$ cat src/rtl/core/shpa_pkg.sv
// Package for the sensor hub poll aggregator.
// Holds the protocol bytes, register indexes and the job record handed to the transmitter.
// No dependencies.
`default_nettype none
package shpa_pkg;

  localparam logic [7:0] START_BYTE    = 8'h68;
  localparam logic [7:0] HOST_E        = 8'h65;
  localparam logic [7:0] HOST_Y        = 8'h79;
  localparam logic [7:0] BASE_RESET    = 8'h61;
  localparam logic [15:0] TIMEOUT_RESET = 16'd5000;
  localparam logic [1:0] FRAME_LEN     = 2'd2;
  localparam int unsigned HEADER_BEATS = 3;

  localparam logic REG_TIMEOUT = 1'b0;
  localparam logic REG_BASE    = 1'b1;

  typedef struct packed {
    logic       valid;
    logic       host;
    logic [7:0] poll_byte;
  } job_t;

endpackage
`default_nettype wire

$ cat src/rtl/core/shpa_ctrl.sv
// Poll control: registers, round robin, timeout, deframer and mask scatter.
// Depends on shpa_pkg; feeds at most one job per request to shpa_tx.
`default_nettype none
module shpa_ctrl
  import shpa_pkg::*;
#(
  parameter int BOARDS          = 3,
  parameter int STRINGS         = 4,
  parameter int FRETS_PER_BOARD = 2
) (
  input  wire logic                     clk,
  input  wire logic                     rst,
  input  wire logic                     cfg_we,
  input  wire logic                     cfg_index,
  input  wire logic [15:0]              cfg_data,
  input  wire logic                     in_valid,
  input  wire logic                     in_op,
  input  wire logic [7:0]               in_byte,
  input  wire logic                     tx_free,
  output logic                          advance,
  output job_t                          job,
  output logic [STRINGS-1:0][7:0]       masks_next
);

  logic [15:0]              timeout_ticks;
  logic [7:0]               poll_base;
  logic [1:0]               board;
  logic                     poll_open;
  logic [15:0]              wait_count;
  logic [1:0]               frame_pos;
  logic [7:0]               first_byte;
  logic [STRINGS-1:0][7:0]  masks;

  logic [1:0]               board_next;
  logic                     poll_open_next;
  logic [15:0]              wait_count_next;
  logic [1:0]               frame_pos_next;
  logic [7:0]               first_byte_next;
  logic [15:0]              wait_inc;
  logic [1:0]               pos0;
  logic                     finish;
  logic                     frame_done;
  logic [5:0]               bit_pos;

  always_comb begin
    board_next      = board;
    poll_open_next  = poll_open;
    wait_count_next = wait_count;
    frame_pos_next  = frame_pos;
    first_byte_next = first_byte;
    masks_next      = masks;
    finish          = 1'b0;
    frame_done      = 1'b0;
    job             = '0;
    bit_pos         = '0;
    wait_inc        = (wait_count == 16'hFFFF) ? wait_count : wait_count + 16'd1;
    pos0            = ((in_byte == START_BYTE) || (frame_pos >= FRAME_LEN)) ? 2'd0 : frame_pos;

    if (in_op) begin
      if (!poll_open) begin
        poll_open_next  = 1'b1;
        wait_count_next = '0;
        job.valid       = 1'b1;
        job.host        = 1'b0;
        job.poll_byte   = poll_base + {6'd0, board};
      end else begin
        wait_count_next = wait_inc;
        finish          = (wait_inc >= timeout_ticks);
      end
    end else if (poll_open) begin
      if (pos0 == 2'd0) begin
        first_byte_next = in_byte;
      end
      frame_pos_next = pos0 + 2'd1;
      frame_done     = (first_byte_next == START_BYTE) && (frame_pos_next == FRAME_LEN);
      finish         = frame_done;
    end

    if (frame_done) begin
      for (int r = 0; r < STRINGS * FRETS_PER_BOARD; r++) begin
        bit_pos = 6'(board) * 6'(FRETS_PER_BOARD) + 6'(r / STRINGS);
        if (bit_pos < 6'd8) begin
          masks_next[r % STRINGS][bit_pos[2:0]] = (r < 8) ? in_byte[r % 8] : 1'b0;
        end
      end
    end

    if (finish) begin
      poll_open_next  = 1'b0;
      wait_count_next = '0;
      board_next      = (board == 2'(BOARDS - 1)) ? 2'd0 : board + 2'd1;
      if (board_next == 2'd0) begin
        job.valid = 1'b1;
        job.host  = 1'b1;
      end
    end

    job.valid = job.valid & in_valid;
    advance   = in_valid && (!job.valid || tx_free);
  end

  always_ff @(posedge clk) begin
    if (rst) begin
      timeout_ticks <= TIMEOUT_RESET;
      poll_base     <= BASE_RESET;
      board         <= '0;
      poll_open     <= 1'b0;
      wait_count    <= '0;
      frame_pos     <= '0;
      first_byte    <= '0;
      masks         <= '0;
    end else begin
      if (cfg_we) begin
        case (cfg_index)
          REG_TIMEOUT: timeout_ticks <= cfg_data;
          REG_BASE:    poll_base     <= cfg_data[7:0];
          default:     poll_base     <= poll_base;
        endcase
      end
      if (advance) begin
        board      <= board_next;
        poll_open  <= poll_open_next;
        wait_count <= wait_count_next;
        frame_pos  <= frame_pos_next;
        first_byte <= first_byte_next;
        masks      <= masks_next;
      end
    end
  end

endmodule
`default_nettype wire

$ cat src/rtl/core/shpa_tx.sv
// Result register and serialiser: one poll byte, or header plus mask bytes to the host.
// Depends on shpa_pkg; loaded by shpa_ctrl.
`default_nettype none
module shpa_tx
  import shpa_pkg::*;
#(
  parameter int STRINGS = 4
) (
  input  wire logic                     clk,
  input  wire logic                     rst,
  input  wire job_t                     job,
  input  wire logic [STRINGS-1:0][7:0]  masks_in,
  output logic                          free,
  output logic                          m_tvalid,
  input  wire logic                     m_tready,
  output logic [7:0]                    m_tdata,
  output logic                          m_tuser,
  output logic                          m_tlast
);

  localparam int BEATS = HEADER_BEATS + STRINGS;
  localparam int CW    = $clog2(BEATS);

  logic                     active;
  logic                     host;
  logic [CW-1:0]            cnt;
  logic [7:0]               poll_byte;
  logic [STRINGS-1:0][7:0]  masks;
  logic                     taken;

  always_comb begin
    m_tvalid = active;
    m_tuser  = host;
    m_tlast  = !host || (cnt == CW'(BEATS - 1));
    if (!host) begin
      m_tdata = poll_byte;
    end else begin
      case (cnt)
        CW'(0):  m_tdata = START_BYTE;
        CW'(1):  m_tdata = HOST_E;
        CW'(2):  m_tdata = HOST_Y;
        default: m_tdata = masks[0];
      endcase
    end
    taken = active && m_tready;
    free  = !active || (taken && m_tlast);
  end

  always_ff @(posedge clk) begin
    if (rst) begin
      active <= 1'b0;
      host   <= 1'b0;
      cnt    <= '0;
    end else begin
      if (job.valid && free) begin
        active <= 1'b1;
        host   <= job.host;
        cnt    <= '0;
      end else if (taken) begin
        if (m_tlast) begin
          active <= 1'b0;
        end else begin
          cnt <= cnt + CW'(1);
        end
      end
    end
  end

  always_ff @(posedge clk) begin
    if (job.valid && free) begin
      poll_byte <= job.poll_byte;
      masks     <= masks_in;
    end else if (taken && host && (cnt >= CW'(HEADER_BEATS))) begin
      for (int i = 0; i < STRINGS - 1; i++) begin
        masks[i] <= masks[i + 1];
      end
    end
  end

endmodule
`default_nettype wire

$ cat src/rtl/core/sensor_hub_poll_aggregator.sv
// Top level of the sensor hub poll aggregator.
// Depends on shpa_pkg, shpa_ctrl and shpa_tx.
//
// Usage:
//   Slave stream: s_tuser = operation (0 board byte, 1 timer tick), s_tdata = rx_byte.
//   Master stream: m_tuser = link (0 board, 1 host), m_tdata = tx_byte,
//   m_tlast marks the final byte caused by one request.
//   Config port: cfg_we, cfg_index (0 timeout_ticks, 1 poll_address_base), cfg_data.
//   A request is processed in the cycle it sits in the input register and lands
//   in the result register at the next edge; its first byte is offered from the
//   result register. Requests that cause no byte pass at one per cycle. A poll
//   byte, or a host report of header and STRINGS mask bytes, holds the result
//   register until its last byte is taken; the next request is processed in the cycle the last byte is taken.
//   Reset restores both registers to their defaults, closes any poll, selects
//   board zero and clears the deframer and all string masks.
//   While m_tready is low the result register holds; a request with bytes to
//   send waits in the input register and s_tready drops; no byte is lost or repeated.
`default_nettype none
module sensor_hub_poll_aggregator
  import shpa_pkg::*;
#(
  parameter int BOARDS          = 3,
  parameter int STRINGS         = 4,
  parameter int FRETS_PER_BOARD = 2
) (
  input  wire logic        clk,
  input  wire logic        rst,
  input  wire logic        cfg_we,
  input  wire logic        cfg_index,
  input  wire logic [15:0] cfg_data,
  input  wire logic        s_tvalid,
  output logic             s_tready,
  input  wire logic [7:0]  s_tdata,   // [7:0] rx_byte
  input  wire logic        s_tuser,   // [0] operation
  output logic             m_tvalid,
  input  wire logic        m_tready,
  output logic [7:0]       m_tdata,   // [7:0] tx_byte
  output logic             m_tuser,   // [0] link
  output logic             m_tlast
);

  logic                     in_valid;
  logic                     in_op;
  logic [7:0]               in_byte;
  logic                     advance;
  logic                     tx_free;
  job_t                     job;
  logic [STRINGS-1:0][7:0]  masks_next;

  assign s_tready = !in_valid || advance;

  always_ff @(posedge clk) begin
    if (rst) begin
      in_valid <= 1'b0;
    end else if (s_tready) begin
      in_valid <= s_tvalid;
    end
  end

  always_ff @(posedge clk) begin
    if (s_tready && s_tvalid) begin
      in_op   <= s_tuser;
      in_byte <= s_tdata;
    end
  end

  shpa_ctrl #(
    .BOARDS          (BOARDS),
    .STRINGS         (STRINGS),
    .FRETS_PER_BOARD (FRETS_PER_BOARD)
  ) u_ctrl (
    .clk        (clk),
    .rst        (rst),
    .cfg_we     (cfg_we),
    .cfg_index  (cfg_index),
    .cfg_data   (cfg_data),
    .in_valid   (in_valid),
    .in_op      (in_op),
    .in_byte    (in_byte),
    .tx_free    (tx_free),
    .advance    (advance),
    .job        (job),
    .masks_next (masks_next)
  );

  shpa_tx #(
    .STRINGS (STRINGS)
  ) u_tx (
    .clk      (clk),
    .rst      (rst),
    .job      (job),
    .masks_in (masks_next),
    .free     (tx_free),
    .m_tvalid (m_tvalid),
    .m_tready (m_tready),
    .m_tdata  (m_tdata),
    .m_tuser  (m_tuser),
    .m_tlast  (m_tlast)
  );

endmodule
`default_nettype wire
$ cat config.mk
export PLATFORM = sky130hd
export DESIGN_NAME = sensor_hub_poll_aggregator
export DESIGN_NICKNAME = d
export VERILOG_FILES = /design/src/rtl/core/shpa_pkg.sv /design/src/rtl/core/shpa_ctrl.sv /design/src/rtl/core/shpa_tx.sv /design/src/rtl/core/sensor_hub_poll_aggregator.sv
export SDC_FILE = /design/constraint.sdc
export NUM_CORES = 1
export LEC_CHECK = 0
export BUFFER_PORTS_ARGS = -buffer_cell sky130_fd_sc_hd__buf_2
export CAP_MARGIN = 20
export CORE_MARGIN = 2
export CORE_UTILIZATION = 25
export DETAILED_ROUTE_END_ITERATION = 6
export HOLD_SLACK_MARGIN = 0.08
export PLACE_DENSITY = 0.38
export SETUP_SLACK_MARGIN = 0.1
export SLEW_MARGIN = 20
export SYNTH_ARGS = -nofsm -noshare
export SYNTH_HDL_FRONTEND = slang
export SYNTH_SLANG_ARGS = --single-unit
export TNS_END_PERCENT = 100
$ cat constraint.sdc
create_clock -name clk -period 4.7 [get_ports clk]
set_input_delay 0.47 -clock clk [delete_from_list [all_inputs] [get_ports clk]]
set_output_delay 0.47 -clock clk [all_outputs]
set_load 0.01 [all_outputs]
==> Word level (Yosys, flattened, before mapping) <==
Index checks and enable logic that the tools add are counted.
{ "totals": {"register_bits": 140, "n_memories": 0, "out_inout_bits": 12, "in_bits": 31, "mem_bits_rw": 0, "rom_bits": 0, "latch_bits": 0} }
{ "classes": {"magnitude_cmp": 9, "addsub": 6, "bitwise_logic": 4, "shifts": 0, "n_mux": 51, "multipliers": 0, "n_eq_ne": 8, "n_div": 0, "n_reduce_logical": 35} }
{ "op_table": {"columns": ["cell", "count"], "rows": [
  ["8-bit two-way mux", 16],
  ["8-bit bitwise mux", 8],
  ["16-bit two-way mux", 4],
  ["24-bit two-way mux", 2],
  ["32-bit two-way mux", 1],
  ["8-bit one-hot mux with 3 select lines", 1],
  ["10-bit two-way mux", 2],
  ["16-bit by 1-bit adder with 16-bit output, second input constant", 1],
  ["16-bit equality test, second input constant", 1],
  ["8-bit by 7-bit equality test with 1-bit output, second input constant", 2],
  ["16-bit greater-or-equal comparator", 1],
  ["3-bit by 4-bit less-than comparator with 1-bit output, second input constant", 3],
  ["2-bit AND reduction", 6],
  ["1-bit two-way mux", 11],
  ["1-bit logical AND", 10],
  ["8-bit by 2-bit adder with 8-bit output", 1],
  ["2-bit two-way mux", 4],
  ["2-bit nonzero test", 4],
  ["3-bit by 1-bit greater-or-equal comparator with 1-bit output, second input constant", 2],
  ["6-bit by 4-bit less-than comparator with 1-bit output, second input constant", 1],
  ["1-bit logical OR", 5],
  ["2-bit by 1-bit adder with 2-bit output, second input constant", 2],
  ["3-bit by 1-bit adder with 4-bit output, second input constant", 1],
  ["2-bit equality test, second input constant", 2],
  ["15 further kinds", 22]
]} }

==> Longest topological paths before layout <==
Gate-level depths: netlist (run 1).
{ "depth": {"ltp_word": 18, "depth_mapped": 18, "mapped_depth_nobuf": 15} }

==> Modules after synthesis <==
A second synthesis (run 1) with hierarchy kept.
{ "hier_totals": {"cells_unflattened": 703, "hier_area_um2": 7038.0} }
{ "by_module_without_submodules": {"columns": ["mod", "area_per_inst_um2", "n_inst", "cells_each", "seq_area_each_um2"], "rows": [
  ["shpa_ctrl", 4674.5, 1, 545, 1701.6],
  ["shpa_tx", 2038.2, 1, 144, 1301.2],
  ["sensor_hub_poll_aggregator", 325.3, 1, 14, 290.3]
]} }

==> Worst setup path before layout (run 1) <==
OpenSTA, ideal clock, no wires.
{ "synth_timing": {"path_type": "flip-flop to flip-flop", "startpoint": "register u_ctrl.wait_count[3]", "endpoint": "register u_tx.masks[0] in the netlist's numbering, enable pin", "required_time_ns": 4.139, "t_arrival_ns": 4.069, "slack_ns": 0.069, "path_buffers": 4, "stages_incl_launch_ff": 18, "path_cell_list": "dfxtp_1 > buf_2 > nand4_1 > nor3_1 > nand2b_1 > clkbuf_1 > nand2b_1 > buf_2 > nor3_1 > or2_2 > ha_1 > a21oi_1 > o21ai_0 > a21oi_1 > a311oi_1 > o21ai_1 > clkbuf_1 > o21ai_0"} }
{ "synth_between": {"elab_chain_len": 9} }
{ "synth_rtl": {"columns": ["element", "line", "text"], "rows": [
  ["start, declared", "shpa_ctrl.sv:29", "logic [15:0] wait_count;"],
  ["start signal, assigned", "shpa_ctrl.sv:123", "wait_count <= wait_count_next;"],
  ["16-bit by 1-bit adder with 16-bit output or 16-bit equality test (tied branches)", "shpa_ctrl.sv:56", "wait_inc = (wait_count == 16'hFFFF) ? wait_count : wait_count + 16'd1;"],
  ["16-bit two-way mux (*)", "shpa_ctrl.sv:56", null],
  ["16-bit greater-or-equal comparator (*)", "shpa_ctrl.sv:68", "finish = (wait_inc >= timeout_ticks);"],
  ["1-bit two-way mux (*)", "shpa_ctrl.sv:60", "if (!poll_open) begin"],
  ["1-bit two-way mux (*)", "shpa_ctrl.sv:59", "if (in_op) begin"],
  ["2-bit two-way mux (*)", "shpa_ctrl.sv:88", "if (finish) begin"],
  ["1-bit AND (*)", "shpa_ctrl.sv:98", "job.valid = job.valid & in_valid;"],
  ["1-bit logical AND (*)", "shpa_tx.sv:70", "if (job.valid && free) begin"],
  ["2-bit nonzero test (no source line) (*)", null, null],
  ["end signal, assigned", "shpa_tx.sv:72", "masks <= masks_in;"],
  ["end signal, assigned by index", "shpa_tx.sv:75", "masks[i] <= masks[i + 1];"],
  ["end, declared", "shpa_tx.sv:28", "logic [STRINGS-1:0][7:0] masks;"]
]} }
Every way passes the cells marked *; elsewhere a longest branch is shown, timed or not.
A chain may end at the register's enable or synchronous reset.

==> Worst setup path in the final report (run 1) <==
{ "layout_timing": {"startpoint": "register u_ctrl.wait_count[1]", "endpoint": "output s_tready"} }
{ "layout_between": {"elab_chain_len": 11} }
{ "layout_rtl": {"columns": ["element", "line", "text"], "rows": [
  ["16-bit by 1-bit adder with 16-bit output or 16-bit equality test (tied branches)", "shpa_ctrl.sv:56", null],
  ["16-bit two-way mux (*)", "shpa_ctrl.sv:56", null],
  ["16-bit greater-or-equal comparator (*)", "shpa_ctrl.sv:68", null],
  ["1-bit two-way mux (*)", "shpa_ctrl.sv:60", null],
  ["1-bit two-way mux (*)", "shpa_ctrl.sv:59", null],
  ["2-bit two-way mux (*)", "shpa_ctrl.sv:88", null],
  ["1-bit AND (*)", "shpa_ctrl.sv:98", null],
  ["1-bit zero test (*)", "shpa_ctrl.sv:99", "advance = in_valid && (!job.valid || tx_free);"],
  ["1-bit logical OR (*)", "shpa_ctrl.sv:99", null],
  ["1-bit logical AND (*)", "shpa_ctrl.sv:99", null],
  ["1-bit logical OR (*)", "sensor_hub_poll_aggregator.sv:50", "assign s_tready = !in_valid || advance;"],
  ["end, declared", "sensor_hub_poll_aggregator.sv:32", "output logic s_tready,"]
]} }
Marked as above.

==> results of run 1 <==
## power breakdown
group | total [W] | switching, W | internal, W
registers | 0.00131 | 0.0000262 | 0.00128
clock network | 0.00134 | 0.000592 | 0.000746
logic | 0.000150 | 0.0000941 | 0.0000560
## cells in the mapped netlist, drive strengths merged (3+ instances only)
| cell type | instances | area [sq um] |
|---|---|---|
| o21a | 5 | 37.5 |
| nor2 | 67 | 262 |
| xnor2 | 4 | 35.0 |
| a21bo | 3 | 30.0 |
| nand2 | 75 | 282 |
| nor2b | 32 | 200 |
| a21oi | 70 | 362 |
| and3 | 5 | 31.3 |
| nor4 | 4 | 37.5 |
| dfxtp | 91 | 1820 |
| o21ai | 28 | 140 |
| a31oi | 9 | 71.3 |
| and2 | 6 | 37.5 |
| or3 | 3 | 18.8 |
| xor2 | 4 | 35.0 |
| inv | 36 | 135 |
| mux2 | 8 | 90.1 |
| a311oi | 3 | 26.3 |
| a22o | 9 | 78.8 |
| nand3 | 20 | 118 |
| or2 | 5 | 31.3 |
| clkbuf | 19 | 71.3 |
| edfxtp | 49 | 1470 |
| nor3 | 6 | 30.0 |
| a211o | 6 | 52.6 |
| ha | 26 | 325 |
| nand4 | 12 | 75.1 |
| nand2b | 7 | 43.8 |
| buf | 20 | 113 |
| mux2i | 60 | 601 |
| nand3b | 4 | 30.0 |
## critical path: cells and delay by family (launching register included)
kind	cells	cell delay [ns]
buf+inv	2	0.34
simple gates	9	1.65
fa+ha+maj	2	0.51
compound gates	3	0.56
flops	1	0.37
## what timing repair did
item	in CTS	in global routing
setup buffers	7	0
endpoints found under the setup margin	1	66
resized for setup	3	12
pin swaps	2	2
## sequential cells by signal, indices dropped and copies added (netlist names), 8 cells and up
signal and count:
u_ctrl.masks 32, u_tx.masks 32, u_ctrl.timeout_ticks 16, u_ctrl.wait_count 16, in_byte 8, u_ctrl.first_byte 8, u_ctrl.poll_base 8, u_tx.poll_byte 8
## area by class of cell
cell class | count | area [sq um] | share of cell area [%]
flip-flops and latches | 140 | 3290 | 39.8
repair buffers | 65 | 395 | 4.78
clock buffers | 17 | 425 | 5.14
multi-input cells | 506 | 3400 | 41.1
well taps | 372 | 465 | 5.63
inverters | 36 | 135 | 1.63
clock inverters | 15 | 156 | 1.89
## worst paths after layout
check	cells past startpoint	end	start	slack, ns
worst max-delay path	16	s_tready	u_ctrl.wait_count[1]	0.36
worst min-delay path	1	in_byte[5]	s_tdata[5]	0.22
worst max register to register	22	u_tx.masks[16]	u_ctrl.wait_count[1]	0.45
worst min register to register	2	u_ctrl.masks[12]	u_ctrl.masks[12]	0.46
## routing by layer
metal / wire (um) / up-vias
met5: 0 / -
met4: 230 / 0
met3: 578 / 15
met2: 7540 / 59
met1: 9250 / 2452
li1: - / 2619
## logic make-up after synthesis
kind of cell / share of synthesized area [%]
AND/OR/NAND/NOR: 18.2
adder cells (fa/ha/maj): 4.98
AO/OA/AOI/OAI: 13.7
multiplexers: 9.96
other: 0.0541
XOR/XNOR: 1.01
flip-flops: 47.5
buffers and inverters: 4.60
## through the flow
stage	hold slack (ns)	cell area, sq um	utilization (%)	std cells	worst slack [ns]
3_5_place_dp	0.449	7570	27.9	1112	0.366
4_1_cts	0.197	8210	30.3	1151	0.140
3_3_place_gp	0.444	7570	27.9	1112	0.505
6_report	0.216	8270	30.5	1151	0.363
2_1_floorplan	0.431	6940	-	721	0.233
5_1_grt	0.194	8270	30.5	1151	0.0344
==> qor.yml, run 1 <==
logic_synthesis:
  syn_area_sq_um: 6940
  netlist_instances: 720
  synth.distinct_cells: 62
  synth_edf_count: 49
  syn_area_per_cell_sq_um: 9.64
  async_reset_ff_share_pct: 0
  ys.flop_type: "dfxtp_1"
  yosysSeqAreaShare_pct: 47.5
  ys_warn_count: 0
  ys_ff_latch: 140
die:
  io-pin-count: 43
  die_h_um: 171
  initial_core_util_pct: 25.6
  rows: 60
  coreArea_sq_um: 27100
  die_area_sq_um: 29100
  die_x_um: 171
critical_path:
  critPathKind: "reg -> out"
  arrival_ns: 3.87
  crit_fanout: 9
  critPathLaunchType: "flop"
  slowest_stage: "dfxtp_1"
  path_cells: "ha_1 -> nand3_1 -> nor3_1 -> buf_4 -> nand2b_2 -> nand2b_4 -> nor3_1 -> or2_2 -> ha_1 -> nand2_1 -> nor4_4 -> o21ai_2 -> a311oi_2 -> o21ai_0 -> or2_2 -> buf_2"
  slowest_delay_ns: 0.37
  worstPathRequired_ns: 4.23
  end_kind: "output pin"
placement:
  portBuffers: 42
  gp_congestion: 0.776
  place_hpwl_mm: 12.6
detailed_routing:
  drt_iter0_drc: 271
  drcViolationCount: 0
  viasPerCell: 4.47
  dr.pass1.iters: 4
  vias: 5145
  drtAntennaViolNets: 0
  drt-total-wl_mm: 17.6
  wl_per_cell_um: 15.3
timing:
  fin_crit_sh_pct: 92.3
  finalSetupTns_ns: 0
  fmax_ghz: 0.231
  skew_ns: 0.0131
  worstMarginPinSlew_ns: 0.853
  finalHoldViolCount: 0
  slew_headroom_pct: 43.1
  drv_slew: 0
  setup_viol_count_final: 0
  rsz0062_at_grt: "yes"
  finalCriticalPeriod_ns: 4.34
global_routing:
  grt.overflow.total: 0
  grt_pass1_vias: 5137
  gr-max-usage-layer: "met2"
  met2_usage_pct: 18.9
  grt_use_met3_pct: 2.82
  antenna_found_initial: 0
  grt_max_degree: 77
  groute.usage.overall_pct: 13.0
  grt_use_met1_pct: 18.9
  grt_first_pass_wirelength_mm: 28.8
flow_run:
  maxCapViolCount: 0
power_and_ir_drop:
  power_leakage_nw: 3.24
  power_w: 0.00280
  ir_worst_vdd_uv: 163
  powerDensity_nw_per_um2: 338
clock_network:
  cts_sinks: 140
  clock_latency_ns: 0.44
  clkTransAtPathRegs_ns: 0.07
  cts_tree: "done"
  cts-root-buf: "clkbuf_16"
  numCtsBuffers: 17
  hold_buffers: 0
  clk_path_buf_depth: 2
  htreeDepth: 4
layout:
  final_common_cell: "dfxtp_1"
  antennaDiodeCount: 0
  area_growth_pct: 19.2
  fillers: 2833
  mostFrequentLayoutCells: "90 x dfxtp_1, 75 x nand2_1, 68 x a21oi_1"
  final_nets: 824
  drive_above_1_share_pct: 17.7
outcome:
  run_status: "finished clean"
hold_path:
  hp-class: "in -> reg"
Power figures use the tool's default switching activity.
==> run 2, diff against run 1 <==
CELL_PAD_IN_SITES_DETAIL_PLACEMENT = 2   (was unset)
CELL_PAD_IN_SITES_GLOBAL_PLACEMENT = 2   (was unset)
CORE_MARGIN = unset   (was 2)
PLACE_DENSITY = 0.54   (was 0.38)
==> qor.yml, run 2 (synthesis gave the netlist of run 1 again) <==
die:
  coreArea_sq_um: 27100  # unchanged
  rows: 60  # unchanged
  die_h_um: 169  # -1.2%
  die_x_um: 169  # -1.2%
  io-pin-count: 43  # unchanged
  die_area_sq_um: 28400  # -2.3%
  initial_core_util_pct: 25.6  # unchanged
layout:
  final_nets: 816  # -0.97%
  mostFrequentLayoutCells: "90 x dfxtp_1, 75 x nand2_1, 69 x a21oi_1"
  area_growth_pct: 18.3
  antennaDiodeCount: 0  # unchanged
  drive_above_1_share_pct: 16.6  # -1.1 points
  final_common_cell: "dfxtp_1"
  reg_top3: "u_ctrl.masks: 32 flops, u_tx.masks: 32 flops"
detailed_routing:
  vias: 5364  # +4.3%
  viasPerCell: 4.69  # +5.0%
  met2WireLength_mm: 9.29  # +23%
  drt-total-wl_mm: 20.0  # +14%
  route.met3.wl_um: 417  # -28%
  top_layer_used: "met4"
  drt_iter0_drc: 194  # -28%
  drtAntennaViolNets: 0  # unchanged
  wl_met1_mm: 10.0  # +8.6%
  dr.pass1.iters: 4  # unchanged
  wl_per_cell_um: 17.5  # +14%
  drcViolationCount: 0  # unchanged
critical_path:
  worstPathRequired_ns: 4.23  # about the same
  critPathKind: "reg -> out"
  end_kind: "output pin"
  arrival_ns: 3.86  # about the same
  critPathLaunchType: "flop"
  slowest_delay_ns: 0.39  # +0.02 ns
  slowest_stage: "dfxtp_1"
  path_cells: "ha_1 -> nand3_1 -> nor3_2 -> buf_4 -> nor2b_2 -> nor3_1 -> or2_2 -> ha_1 -> nand2_1 -> nor4_2 -> o21ai_1 -> a311oi_1 -> o21ai_0 -> or2_2 -> buf_2"
  crit_fanout: 5  # -4
clock_network:
  clock_latency_ns: 0.43  # about the same
  clkTransAtPathRegs_ns: 0.07  # about the same
  cts-root-buf: "clkbuf_16"
  numCtsBuffers: 17  # unchanged
  hold_buffers: 0  # unchanged
  htreeDepth: 4  # unchanged
  clk_path_buf_depth: 2  # unchanged
  cts_tree: "done"
  cts_sinks: 140  # unchanged
timing:
  finalHoldViolCount: 0  # unchanged
  rsz0062_at_grt: "no"
  skew_ns: 0.0136  # +0.000493 ns
  worstMarginPinSlew_ns: 0.863  # +0.0102 ns
  finalSetupTns_ns: 0  # unchanged
  fmax_ghz: 0.231  # about the same
  setup_viol_count_final: 0  # unchanged
  slew_headroom_pct: 42.4  # -0.68 points
  fin_crit_sh_pct: 92.2  # about the same
  fin_ws_ns: 0.366  # +0.00271 ns
  finalCriticalPeriod_ns: 4.33  # -0.00271 ns
  drv_slew: 0  # unchanged
power_and_ir_drop:
  powerDensity_nw_per_um2: 349  # +3.3%
  ir_worst_vdd_uv: 202  # +24%
  power_leakage_nw: 3.22  # -0.56%
  power.switching_w: 0.000705  # -0.99%
  p_seq_share_pct: 45.8  # -1.0 points
  p_sw_share_pct: 24.6  # -0.85 points
  pwr-share-comb_pct: 5.1  # -0.3 points
  pwr-share-clk_pct: 49.0  # +1.2 points
  power_w: 0.00287  # +2.4%
  p_int_w: 0.00216  # +3.6%
hold_path:
  hp-class: "in -> reg"
global_routing:
  grt_pass1_vias: 5823  # +13%
  grt_max_degree: 77  # unchanged
  antenna_found_initial: 0  # unchanged
  grt.overflow.total: 0  # unchanged
  groute.usage.overall_pct: 14.7  # +1.8 points
  grt_first_pass_wirelength_mm: 32.1  # +12%
placement:
  pre_cts_ws_ns: 0.410  # +0.0443 ns
  portBuffers: 42  # unchanged
  place_hpwl_mm: 14.7  # +16%
  gp_congestion: 0.767  # -1.1%
outcome:
  run_status: "finished clean"
flow_run:
  maxCapViolCount: 0  # unchanged
[run 2: worst paths after layout]
path,startpoint,end,slack (ns),depth (start not counted)
hold / removal,s_tdata[1],in_byte[1],0.22,1
setup / recovery,u_ctrl.wait_count[0],s_tready,0.37,15
setup reg to reg,u_ctrl.wait_count[0],u_ctrl.wait_count[3],0.62,15
hold reg to reg,u_ctrl.masks[13],u_ctrl.masks[13],0.46,2
[run 2: repair_timing]
action                                  4_1_cts  5_1_grt
endpoints found under the setup margin        1        1
gates resized for setup                       5        5
pin swaps                                     1        1
cloned                                        0        0
buffers inserted                              1        1
[run 2: area by class of cell]
type | instances | area, sq um
timing repair buffer | 57 | 323
tap | 372 | 465
fill | 2996 | 18900
clock buffer | 19 | 453
sequential | 140 | 3290
multi-input combinational | 506 | 3380
clock inverter | 13 | 154
inverter | 36 | 135
[run 2: worst max-delay path, delay by kind of cell (launching register included)]
kind / cells / cell delay, ns
adder cells (fa/ha/maj): 2 / 0.51
AO/OA/AOI/OAI: 3 / 0.62
AND/OR/NAND/NOR: 8 / 1.59
flip-flops: 1 / 0.39
buffers and inverters: 2 / 0.33
[run 2: through the flow]
step	cell area, sq um	instances	util (%)	hold WS, ns
3_3_place_gp	7530	1109	27.8	0.444
6_report	8210	1143	30.3	0.216
2_1_floorplan	6940	721	-	0.431
5_1_grt	8210	1143	30.3	0.199
3_5_place_dp	7530	1109	27.8	0.453
4_1_cts	8170	1142	30.2	0.196
[run 2: layer usage]
metal	global-route usage, %	vias up
met5	0	-
met4	4.98	0
met3	2.01	16
met2	24.0	54
met1	20.0	2687
li1	-	2607
[run 2: power by group through the flow]
stage,clock network [W],logic [W],registers [W]
final,0.00140,0.000148,0.00131
after global routing,0.00150,0.000167,0.00132
after detailed placement,0,0.000150,0.00134
after floorplan,0,0.000105,0.00132
after global placement,0,0.000145,0.00134
after CTS,0.00146,0.000151,0.00132
==> run 3, diff against run 2 <==
GPL_TIMING_DRIVEN = 0   (was unset)
==> qor.yml, run 3 (synthesis gave the netlist of run 1 again) <==
critical_path:
  ff2ff_path_depth: 20  # +5
  crit_fanout: 8  # +3
  critPathKind: "reg -> out"
  end_kind: "output pin"
  slowest_delay_ns: 0.37  # -0.02 ns
  arrival_ns: 3.83  # -0.03 ns
  worstPathRequired_ns: 4.23  # about the same
  critPathLaunchType: "flop"
  slowest_stage: "a311oi_2"
  critPathMostFrequentCell: "buf_4"
  reg2reg_slack_ns: 0.49  # -0.13 ns
  path_cells: "buf_4 -> nand4_1 -> buf_4 -> buf_4 -> buf_4 -> nor2_1 -> and3_1 -> nand3_1 -> o21a_1 -> ha_1 -> nand4_1 -> nor4_4 -> o21ai_1 -> a311oi_2 -> o21ai_2 -> or2_4 -> buf_2"
timing:
  slew_headroom_pct: 46.7  # +4.3 points
  setup_viol_count_final: 0  # unchanged
  worstMarginPinSlew_ns: 0.792  # -0.0715 ns
  fmax_ghz: 0.233  # +0.82%
  rsz0062_at_grt: "yes"
  fin_ws_ns: 0.401  # +0.0352 ns
  finalCriticalPeriod_ns: 4.30  # -0.0352 ns
  finalSetupTns_ns: 0  # unchanged
  drv_slew: 0  # unchanged
  skew_ns: 0.0162  # +0.00260 ns
  finalHoldViolCount: 0  # unchanged
  fin_crit_sh_pct: 91.5  # -0.75 points
clock_network:
  clkTransAtPathRegs_ns: 0.06  # about the same
  cts-root-buf: "clkbuf_16"
  cts_sinks: 140  # unchanged
  numCtsBuffers: 17  # unchanged
  htreeDepth: 4  # unchanged
  cts_tree: "done"
  clock_latency_ns: 0.43  # about the same
  clk_path_buf_depth: 2  # unchanged
placement:
  gp_congestion: 0.743  # -3.1%
  place_hpwl_mm: 15.7  # +7.0%
  pre_cts_ws_ns: -0.854  # -1.26 ns
  dpl_cell_area_sq_um: 7650  # +1.5%
  portBuffers: 41  # -2.4%
layout:
  ff_latch_area_sq_um: 3300  # about the same
  multi_input_area_sq_um: 3440  # +1.8%
  reg_top3: "u_ctrl.masks: 32 flops, u_tx.masks: 32 flops"
  antennaDiodeCount: 0  # unchanged
  fillers: 3042  # +1.5%
  drive_above_1_share_pct: 18.6  # +2.0 points
  final_common_cell: "dfxtp_1"
  final_nets: 850  # +4.2%
  final_cell_area_sq_um: 8430  # +2.7%
  mostFrequentLayoutCells: "88 x dfxtp_1, 75 x nand2_1, 69 x a21oi_1"
  area_growth_pct: 21.5
power_and_ir_drop:
  powerDensity_nw_per_um2: 335  # -4.0%
  power_leakage_nw: 3.31  # +2.7%
  ir_worst_vdd_uv: 154  # -24%
global_routing:
  grt_max_degree: 26  # -66%
  groute.usage.overall_pct: 15.7  # +0.96 points
  grt_first_pass_wirelength_mm: 33.9  # +5.5%
  grt.overflow.total: 0  # unchanged
  antenna_found_initial: 0  # unchanged
  grt_pass1_vias: 6044  # +3.8%
hold_path:
  hp-class: "in -> reg"
  holdPathStages: 1  # unchanged
detailed_routing:
  drt-total-wl_mm: 21.4  # +7.0%
  drcViolationCount: 0  # unchanged
  drtAntennaViolNets: 0  # unchanged
  dr.pass1.iters: 4  # unchanged
  wl_per_cell_um: 18.2  # +3.9%
  viasPerCell: 4.64  # -1.2%
  vias: 5457  # +1.7%
  drt_iter0_drc: 159  # -18%
die:
  coreArea_sq_um: 27100  # unchanged
  die_h_um: 169  # unchanged
  initial_core_util_pct: 25.6  # unchanged
  die_area_sq_um: 28400  # unchanged
  io-pin-count: 43  # unchanged
  die_x_um: 169  # unchanged
  rows: 60  # unchanged
outcome:
  run_status: "finished clean"
flow_run:
  maxCapViolCount: 0  # unchanged
## run 3: cell count changes in the layout (fill, tap and decap cells not counted), sizes merged
cell and delta:
clkinvlp +1, inv +3, bufinv -1, clkbuf +16, buf +16, clkinv -1
## run 3: layout make-up
class / instances / area share (%)
clock inverter: 15 / 1.84
multi-input combinational: 506 / 40.8
inverter: 36 / 1.60
sequential: 140 / 39.1
buffer: 39 / 2.39
timing repair buffer: 52 / 3.65
clock buffer: 17 / 5.05
tap: 372 / 5.52
## run 3: routing by layer
| metal | wire [um] | vias up | global-route usage [%] |
|---|---|---|---|
| met1 | 10600 | 2723 | 20.9 |
| met4 | 212 | 0 | 4.15 |
| met3 | 417 | 13 | 2.31 |
| met2 | 10100 | 50 | 26.4 |
| met5 | 0 | - | 0 |
| li1 | - | 2671 | - |
## run 3: final timing paths
kind / to / from
min: in_byte[5] / s_tdata[5]
min reg2reg: u_ctrl.timeout_ticks[5] / u_ctrl.timeout_ticks[5]
max: s_tready / u_ctrl.wait_count[3]
max reg2reg: u_tx.masks[21] / u_ctrl.wait_count[3]
## run 3: worst max-delay path, delay by kind of cell (launching register included)
family | cells | cell delay, ns
simple gates | 7 | 1.25
flops | 1 | 0.31
fa+ha+maj | 1 | 0.31
compound gates | 4 | 0.78
buf+inv | 5 | 0.74
## run 3: repair_timing
item                                    4_1_cts  5_1_grt
resized for setup                            14       21
hold buffers                                  0        0
setup buffers                                 7        3
pin swaps                                     2        6
endpoints found under the setup margin       88       44
## run 3: report_power, final
| group | total, W | leakage, nW | switching (W) | internal [W] |
|---|---|---|---|---|
| registers | 0.00130 | 1.19 | 0.0000184 | 0.00128 |
| clock network | 0.00135 | 0.287 | 0.000599 | 0.000750 |
| logic | 0.000175 | 1.83 | 0.000115 | 0.0000598 |
| total | 0.00283 | 3.31 | 0.000733 | 0.00209 |
## run 3: stage by stage
step	instances	hold WS, ns	utilization [%]	power, W
floorplan	721	0.431	-	0.00143
global placement	1134	0.445	28.1	0.00150
detailed placement	1135	0.460	28.2	0.00151
CTS	1174	0.200	30.8	0.00288
global route	1177	0.202	31.1	0.00294
finish	1177	0.220	31.1	0.00283
